<file path="config.mk">
export PLATFORM = sky130hd
export DESIGN_NAME = dpcm_residual_subtract
export DESIGN_NICKNAME = d
export VERILOG_FILES = /design/src/dpcm_rs_pkg.sv /design/src/dpcm_rs_ram.sv /design/src/dpcm_residual_subtract.sv
export SDC_FILE = /design/constraint.sdc
export NUM_CORES = 2
export LEC_CHECK = 0
export ABC_AREA = 1
export BUFFER_PORTS_ARGS = -buffer_cell sky130_fd_sc_hd__buf_2
export CORE_MARGIN = 1.5
export CORE_UTILIZATION = 42
export DETAILED_ROUTE_END_ITERATION = 6
export GPL_ROUTABILITY_DRIVEN = 0
export PLACE_DENSITY_LB_ADDON = 0.3
export SLEW_MARGIN = 30
export SYNTH_ARGS = -nofsm -noshare
export SYNTH_HDL_FRONTEND = slang
export SYNTH_HIERARCHICAL = 1
export SYNTH_SLANG_ARGS = --single-unit
</file>
<file path="constraint.sdc">
create_clock -name clk -period 12.4 [get_ports clk]
set_input_delay 0.62 -clock clk [delete_from_list [all_inputs] [get_ports clk]]
set_output_delay 0.62 -clock clk [all_outputs]
set_load 0.03 [all_outputs]
</file>
<file path="src/dpcm_rs_pkg.sv">
// shared constants and types for the dpcm residual subtractor
package dpcm_rs_pkg;

  localparam int MAX_BLOCK_WIDTH_DEF  = 128;
  localparam int MAX_BLOCK_HEIGHT_DEF = 128;
  localparam int SAMPLE_BITS_DEF      = 16;

  localparam int SAMPLE_W    = 16;
  localparam int RESIDUAL_W  = 16;
  localparam int CFG_INDEX_W = 2;
  localparam int CFG_DATA_W  = 8;
  localparam int MODE_W      = 2;
  localparam int SIZE_CFG_W  = 8;

  // register indexes on the configuration port
  localparam logic [CFG_INDEX_W-1:0] REG_DPCM_MODE    = 2'd0;
  localparam logic [CFG_INDEX_W-1:0] REG_BLOCK_WIDTH  = 2'd1;
  localparam logic [CFG_INDEX_W-1:0] REG_BLOCK_HEIGHT = 2'd2;

  // dpcm mode codes; the unused code behaves as plain
  localparam logic [MODE_W-1:0] MODE_PLAIN      = 2'd0;
  localparam logic [MODE_W-1:0] MODE_VERTICAL   = 2'd1;
  localparam logic [MODE_W-1:0] MODE_HORIZONTAL = 2'd2;

  localparam logic [SIZE_CFG_W-1:0] BLOCK_SIZE_RESET = 8'd4;

  // which stored residual is subtracted from the raw one
  typedef enum logic [1:0] {
    PRED_NONE,
    PRED_ABOVE,
    PRED_LEFT
  } pred_sel_t;

endpackage

</file>
<file path="src/dpcm_rs_ram.sv">
// generic single-write, single-read ram with registered read data
module dpcm_rs_ram #(
  parameter int WIDTH = 17,
  parameter int DEPTH = 128
) (
  input  logic                                 clk,
  input  logic                                 we,
  input  logic [(DEPTH > 1 ? $clog2(DEPTH) : 1)-1:0] waddr,
  input  logic [WIDTH-1:0]                     wdata,
  input  logic                                 re,
  input  logic [(DEPTH > 1 ? $clog2(DEPTH) : 1)-1:0] raddr,
  output logic [WIDTH-1:0]                     rdata
);

  logic [WIDTH-1:0] mem [DEPTH];

  // read returns the old contents when both ports hit the same entry
  always_ff @(posedge clk) begin
    if (we) begin
      mem[waddr] <= wdata;
    end
    if (re) begin
      rdata <= mem[raddr];
    end
  end

endmodule

</file>
<file path="src/dpcm_residual_subtract.sv">
// dpcm residual subtractor top level: counters, line store, residual pipeline
//
// Takes one source/prediction pair per cycle in raster order and returns one 16-bit
// residual per request, with end_of_row and end_of_block flags. A request is taken
// every cycle while the output side keeps up; a taken request passes through the
// line-store read and then the output register. The raw residual of each sample is
// written to the line store in the same cycle its column is read, so the read returns
// the row above with no forwarding. in_stall rises only when both the middle stage and
// the output register hold data and out_stall is high. No clearing pass is needed
// after reset.
module dpcm_residual_subtract #(
  parameter int MAX_BLOCK_WIDTH  = dpcm_rs_pkg::MAX_BLOCK_WIDTH_DEF,
  parameter int MAX_BLOCK_HEIGHT = dpcm_rs_pkg::MAX_BLOCK_HEIGHT_DEF,
  parameter int SAMPLE_BITS      = dpcm_rs_pkg::SAMPLE_BITS_DEF
) (
  input  logic                                      clk,
  input  logic                                      rst,
  input  logic                                      in_valid,
  output logic                                      in_stall,
  input  logic [dpcm_rs_pkg::SAMPLE_W-1:0]          source_sample,
  input  logic [dpcm_rs_pkg::SAMPLE_W-1:0]          predicted_sample,
  output logic                                      out_valid,
  input  logic                                      out_stall,
  output logic signed [dpcm_rs_pkg::RESIDUAL_W-1:0] residual,
  output logic                                      end_of_row,
  output logic                                      end_of_block,
  input  logic                                      cfg_write,
  input  logic [dpcm_rs_pkg::CFG_INDEX_W-1:0]       cfg_index,
  input  logic [dpcm_rs_pkg::CFG_DATA_W-1:0]        cfg_data
);

  import dpcm_rs_pkg::*;

  localparam int CW  = MAX_BLOCK_WIDTH > 1 ? $clog2(MAX_BLOCK_WIDTH) : 1;
  localparam int RW  = MAX_BLOCK_HEIGHT > 1 ? $clog2(MAX_BLOCK_HEIGHT) : 1;
  localparam int SW0 = (CW > RW ? CW : RW) + 1;
  localparam int SW  = SW0 > SIZE_CFG_W ? SW0 : SIZE_CFG_W;
  localparam int DW  = SAMPLE_BITS + 1;
  localparam int XW  = SAMPLE_BITS + 2 > RESIDUAL_W ? SAMPLE_BITS + 2 : RESIDUAL_W;

  // configuration
  logic [MODE_W-1:0]     dpcm_mode;
  logic [SIZE_CFG_W-1:0] block_width;
  logic [SIZE_CFG_W-1:0] block_height;

  always_ff @(posedge clk) begin
    if (rst) begin
      dpcm_mode    <= MODE_PLAIN;
      block_width  <= BLOCK_SIZE_RESET;
      block_height <= BLOCK_SIZE_RESET;
    end else if (cfg_write) begin
      case (cfg_index)
        REG_DPCM_MODE:    dpcm_mode    <= cfg_data[MODE_W-1:0];
        REG_BLOCK_WIDTH:  block_width  <= cfg_data[SIZE_CFG_W-1:0];
        REG_BLOCK_HEIGHT: block_height <= cfg_data[SIZE_CFG_W-1:0];
        default: ;
      endcase
    end
  end

  // effective block size: zero acts as one, large values saturate
  logic [SW-1:0] width_x, height_x, width_sz, height_sz;

  always_comb begin
    width_x  = SW'(block_width);
    height_x = SW'(block_height);
    if (width_x == '0) begin
      width_sz = SW'(1);
    end else if (width_x > SW'(MAX_BLOCK_WIDTH)) begin
      width_sz = SW'(MAX_BLOCK_WIDTH);
    end else begin
      width_sz = width_x;
    end
    if (height_x == '0) begin
      height_sz = SW'(1);
    end else if (height_x > SW'(MAX_BLOCK_HEIGHT)) begin
      height_sz = SW'(MAX_BLOCK_HEIGHT);
    end else begin
      height_sz = height_x;
    end
  end

  // handshake and pipeline control
  logic in_accept;
  logic s1_valid;
  logic s1_advance;

  assign s1_advance = !out_valid || !out_stall;
  assign in_stall   = s1_valid && !s1_advance;
  assign in_accept  = in_valid && !in_stall;

  // position counters
  logic [CW-1:0] col_idx, col_idx_next;
  logic [RW-1:0] row_idx, row_idx_next;
  logic          last_col, last_row;

  assign last_col = (SW'(col_idx) + SW'(1)) >= width_sz;
  assign last_row = (SW'(row_idx) + SW'(1)) >= height_sz;

  always_comb begin
    col_idx_next = col_idx + CW'(1);
    row_idx_next = row_idx;
    if (last_col) begin
      col_idx_next = '0;
      row_idx_next = last_row ? '0 : row_idx + RW'(1);
    end
  end

  always_ff @(posedge clk) begin
    if (rst) begin
      col_idx <= '0;
      row_idx <= '0;
    end else if (in_accept) begin
      col_idx <= col_idx_next;
      row_idx <= row_idx_next;
    end
  end

  // raw residual at the input
  logic [DW-1:0]        src_x, pred_x;
  logic signed [DW-1:0] raw;
  logic signed [DW-1:0] left_residual;
  pred_sel_t            sel;

  assign src_x  = {1'b0, source_sample[SAMPLE_BITS-1:0]};
  assign pred_x = {1'b0, predicted_sample[SAMPLE_BITS-1:0]};
  assign raw    = signed'(src_x - pred_x);

  always_comb begin
    sel = PRED_NONE;
    case (dpcm_mode)
      MODE_VERTICAL:   if (row_idx != '0) sel = PRED_ABOVE;
      MODE_HORIZONTAL: if (col_idx != '0) sel = PRED_LEFT;
      default:         sel = PRED_NONE;
    endcase
  end

  always_ff @(posedge clk) begin
    if (rst) begin
      left_residual <= '0;
    end else if (in_accept) begin
      left_residual <= raw;
    end
  end

  // line store: read the row above and write this raw residual in the same cycle
  logic [DW-1:0] above_rd;

  dpcm_rs_ram #(
    .WIDTH(DW),
    .DEPTH(MAX_BLOCK_WIDTH)
  ) u_line_store (
    .clk   (clk),
    .we    (in_accept),
    .waddr (col_idx),
    .wdata (raw),
    .re    (in_accept),
    .raddr (col_idx),
    .rdata (above_rd)
  );

  // middle stage, waits for the line-store data
  logic signed [DW-1:0] s1_raw, s1_left;
  pred_sel_t            s1_sel;
  logic                 s1_eor, s1_eob;

  always_ff @(posedge clk) begin
    if (rst) begin
      s1_valid <= 1'b0;
    end else if (in_accept) begin
      s1_valid <= 1'b1;
    end else if (s1_advance) begin
      s1_valid <= 1'b0;
    end
  end

  always_ff @(posedge clk) begin
    if (in_accept) begin
      s1_raw  <= raw;
      s1_left <= left_residual;
      s1_sel  <= sel;
      s1_eor  <= last_col;
      s1_eob  <= last_col && last_row;
    end
  end

  logic signed [DW-1:0] s1_ref;
  logic signed [XW-1:0] diff;

  always_comb begin
    case (s1_sel)
      PRED_ABOVE: s1_ref = signed'(above_rd);
      PRED_LEFT:  s1_ref = s1_left;
      default:    s1_ref = '0;
    endcase
  end

  assign diff = XW'(s1_raw) - XW'(s1_ref);

  // output register
  always_ff @(posedge clk) begin
    if (rst) begin
      out_valid <= 1'b0;
    end else if (s1_advance) begin
      out_valid <= s1_valid;
    end
  end

  always_ff @(posedge clk) begin
    if (s1_advance && s1_valid) begin
      residual     <= diff[RESIDUAL_W-1:0];
      end_of_row   <= s1_eor;
      end_of_block <= s1_eob;
    end
  end

  // checks
  a_stall_only_when_full: assert property (@(posedge clk) disable iff (rst)
    in_stall |-> (s1_valid && out_valid && out_stall))
    else $error("input stalled while the pipeline has room");

  a_accept_fills_stage: assert property (@(posedge clk) disable iff (rst)
    in_accept |=> s1_valid)
    else $error("accepted request lost before the middle stage");

  a_last_col_wraps: assert property (@(posedge clk) disable iff (rst)
    (in_accept && last_col) |=> (col_idx == '0))
    else $error("column counter did not wrap at the row end");

  a_block_end_is_row_end: assert property (@(posedge clk) disable iff (rst)
    out_valid |-> (!end_of_block || end_of_row))
    else $error("block end flagged off a row end");

endmodule
</file>
* Yosys cells after proc, flatten, opt, wreduce, memory -nomap -nowiden *
Memory sizes are Yosys's and may differ from the RTL's. A register that Yosys moved wholly into a read port is not among the register bits.
Cells that the tools add are included.

word-level totals
  flip-flop bits (word level) = 104
  bits in writable memories = 2176
  input port bits = 47
  logic and storage cells = 66
  memories = 1

operators by class
  $add $sub $neg = 6
  $lt $le $gt $ge = 4
  equal/unequal tests = 6
  multiplexer cells = 14
  reductions and logical operators = 19

memory list
  name              words  bits a word  rd ports  clocked after Yosys merged registers in  wr ports  line               text
  u_line_store.mem  128    17           1         1                                        1         dpcm_rs_ram.sv:15  logic [WIDTH-1:0] mem [DEPTH];

operator list
  kind                 count
  $mux 8               4
  $pmux 16 s2          1
  $sub 16x16->17       1
  $add 7x1->8 const B  2
  $ge 8x8->1           2
  $gt 8x8->1 const B   2
  $logic_not 8->1      2
  $sub 16x16->16       1
  $add 7x1->7 const B  2
  $mux 7               2
  $reduce_bool 7->1    2
  $reduce_and 2->1     4
  $eq 2x1->1 const B   3
  $eq 2x2->1 const B   3
  $mux 1               5
  $logic_and 1x1->1    4
  $logic_not 1->1      4
  $pmux 2 s2           1
  $logic_not 2->1      1
  $mux 2               1
  $reduce_bool 2->1    1
  $logic_or 1x1->1     1

* Logic depth before layout (Yosys ltp) *
  depth after elaboration = 8
  gate-level depth with buffers = 18
  mapped depth without buffers = 17

* Hierarchy *
Netlist, hierarchy kept.

modules (own cells, without submodules)
  module                  times used  cells an instance  area each (sq um)  sequential area each (sq um)
  dpcm_rs_ram             1           7205               87995.6            65853.2
  dpcm_residual_subtract  1           844                6508.7             2622.5

* Least setup slack after synthesis *
Ideal clock, no wire load.

  path kind = input-to-reg
  start = input source_sample[0] (netlist name)
  end = register s1_raw[2] (data pin)
  setup time = 0.942 ns
  data arrival time = 4.987 ns
  slack = 6.471 ns
  stages on the path = 4
  path through = inv_1 -> ha_1 -> fa_1 -> xnor2_1

on the way
  longest elaborated chain between the ends = 1

ends and longest elaborated chain
  element                 line                           text
  start: declaration      dpcm_residual_subtract.sv:20   input logic [dpcm_rs_pkg::SAMPLE_W-1:0] source_sample,
  $sub 16x16->17          dpcm_residual_subtract.sv:127  assign raw = signed'(src_x - pred_x);
  named net raw[2]        dpcm_residual_subtract.sv:121  logic signed [DW-1:0] raw;
  end signal: assignment  dpcm_residual_subtract.sv:179  s1_raw <= raw;
  end: declaration        dpcm_residual_subtract.sv:163  logic signed [DW-1:0] s1_raw, s1_left;

The timed path passes the listed nets, and every way through them passes these cells.
A chain may end at the register's enable or synchronous reset.

* Worst setup path after layout *
  start = register col_idx[0]
  end = memory u_line_store.mem[30][13], enable pin

RTL lines
  element                   line                           text
  start: declaration        dpcm_residual_subtract.sv:93   logic [CW-1:0] col_idx, col_idx_next;
  start signal: assignment  dpcm_residual_subtract.sv:114  col_idx <= col_idx_next;
  end: declaration          dpcm_rs_ram.sv:15

Straight into the memory's write port.

==> impl_metrics.ini <==
[die]
chipHeight_microns = 464.6
core_sq_mm = 0.2119
start_util_pct = 42.24
io-pin-count = 67
dieArea_sq_mm = 0.2159
row_count = 169
die_x_microns = 464.6

[cts]
clock_sinks = 2168
htreeDepth = 4
cts_inserted_buffers = 213
ctsResizeCount = 0
cts_setup_buffers = 0
clockBufferDepth = 3
ctsRootBufferMaster = clkbuf_16
clk_latency_ps = 860
hold_buffers = 1
clk_pin_slew_ps = 60
cts_tree = yes

[timing]
finalSetupViolations = 0
finalHoldViolCount = 0
drv_slew = 0
finalCriticalPeriod_ps = 4658
finClkSkew_ps = 47.82
max_slew_margin_pct = 29.38
post-route-period-util_pct = 37.56
rsz0062_at_grt = no
finalWorstSetupSlack_ps = 7742
tns_ps = 0
hold_ws_ps = 87.25
worst_pin_slew_ps = 1059
max_freq_mhz = 214.7

[power_and_ir_drop]
total_power_mw = 17.18
cellLeakagePower_nw = 35.38
powerDensity_mw_per_mm2 = 172.4
vdd_drop_max_mv = 0.1549

[place]
port_buffers = 66
dp_worst_setup_slack_ps = 7797
hpwl_microns = 137300
place_inst = 10254

[detailed_routing]
viasPerCell = 5.607
drtPass1Iterations = 5
drc = 0
avgRoutedWirePerCell_microns = 23.68
routed_wl_microns = 252200
drt_iter0_drc = 7680
ant_nets = 0
vias = 59723

[setup_path]
r2r_cells = 7
cp-start-kind = register
path_class = reg -> reg
r2r_end = u_line_store/mem[30][13]$_DFFE_PP_
crit-reg2reg-launch = col_idx[0]$_SDFFE_PP0P_
reg2reg_slack_ps = 7740
cp_max_fo = 184
end_kind = register
arrival_ps = 5230
worstPathRequired_ps = 12970

[hold_path]
worstHoldPathType = in -> reg
hold_depth = 3
min_from = cfg_data[6]
whs_endpoint = block_width[6]$_SDFFE_PP0P_

[synthesis]
synth_area_per_cell_sq_um = 11.68
syn_area_sq_mm = 0.08950
syn_nets = 7767
syn_inst = 7663
yosys_warnings = 6

[outcome]
status = finished, final reports clean

[global_routing]
grt_max_degree = 212
grt_pass1_wl_microns = 373100
antenna_found_initial = 12
grt-ovfl-total = 0
grt_use_total_pct = 22.93
grt_pass1_vias = 56540

[finish]
final_nets = 7755
drive_above_1_share_pct = 8.166
instances_no_fill = 10651
syn2layout_area_growth_pct = 11.32

[job]
max_cap_violations = 0
stage by stage:
stage,instance area (sq um),utilization [%]
5_1_grt,99630,47.02
3_5_place_dp,92760,43.78
2_1_floorplan,89500,-
6_report,99630,47.02
4_1_cts,99540,46.98
3_3_place_gp,92720,43.76
registers in the layout, indices dropped and copies added, names as in the netlist:
name	cells
block_height	8
block_width	8
col_idx	7
dpcm_mode	2
end_of_block	1
end_of_row	1
left_residual	16
out_valid	1
residual	16
row_idx	7
s1_eob	1
s1_eor	1
s1_left	16
s1_raw	16
s1_sel	2
s1_valid	1
u_line_store/mem	2048
u_line_store/rdata	16
where the power goes:
part | leakage [nW] | switching, mW | internal, mW
registers | 19.5 | 0.0824 | 8.45
logic | 12.5 | 1.81 | 0.516
clock network | 3.31 | 2.80 | 3.51
total | 35.4 | 4.70 | 12.5
placed cells by master, fill, tap and decap left out, types with 18 or more instances in the layout:
master        n
a21oi_1      40
buf_2        66
buf_4       189
clkbuf_1     54
clkbuf_16   214
clkinv_1     42
clkinv_2     44
dfxtp_1      44
edfxtp_1   2118
ha_1         55
inv_1       148
nand2_1    2292
nand3_1    2053
nor2_1      235
nor3_1       19
o21ai_0      18
metal layers:
metal | global-route usage (%) | part of all wire, % | routed length [microns] | vias up
met5 | 0 | 0.011 | 28 | -
met4 | 8.180 | 3.5 | 8874 | 4
met3 | 4.351 | 8.8 | 22160 | 444
met2 | 35.71 | 46 | 116400 | 2803
met1 | 32.10 | 42 | 104700 | 29477
li1 | - | - | - | 26995
how the worst max path moves through the flow:
stage | from | endpoint | slack [ps]
floorplan | source_sample[0] | s1_raw[2]$_DFFE_PP_ | 6470
global placement | col_idx[0]$_SDFFE_PP0P_ | u_line_store/mem[38][3]$_DFFE_PP_ | 7890
detailed placement | col_idx[0]$_SDFFE_PP0P_ | u_line_store/mem[30][12]$_DFFE_PP_ | 7800
CTS | col_idx[0]$_SDFFE_PP0P_ | u_line_store/mem[30][13]$_DFFE_PP_ | 7750
global route | col_idx[0]$_SDFFE_PP0P_ | u_line_store/mem[38][13]$_DFFE_PP_ | 7520
finish | col_idx[0]$_SDFFE_PP0P_ | u_line_store/mem[30][13]$_DFFE_PP_ | 7740
worst max-delay path, cell delays in order (launching register included):
cell	delay [ps]
dfxtp_4	670
buf_4	580
buf_4	780
buf_12	680
nor3_1	190
nand2_2	690
nor2_1	400
buf_4	300
cell type report:
cell class / instances / area, sq um
sequential: 2168 / 64620
inverter: 166 / 668.1
timing repair buffer: 274 / 2082
clock inverter: 118 / 1162
antenna: 5 / 12.51
tap: 2821 / 3530
clock buffer: 271 / 5599
fill: 18859 / 112200
multi-input combinational: 4828 / 21960
Power figures use the tool's default switching activity.
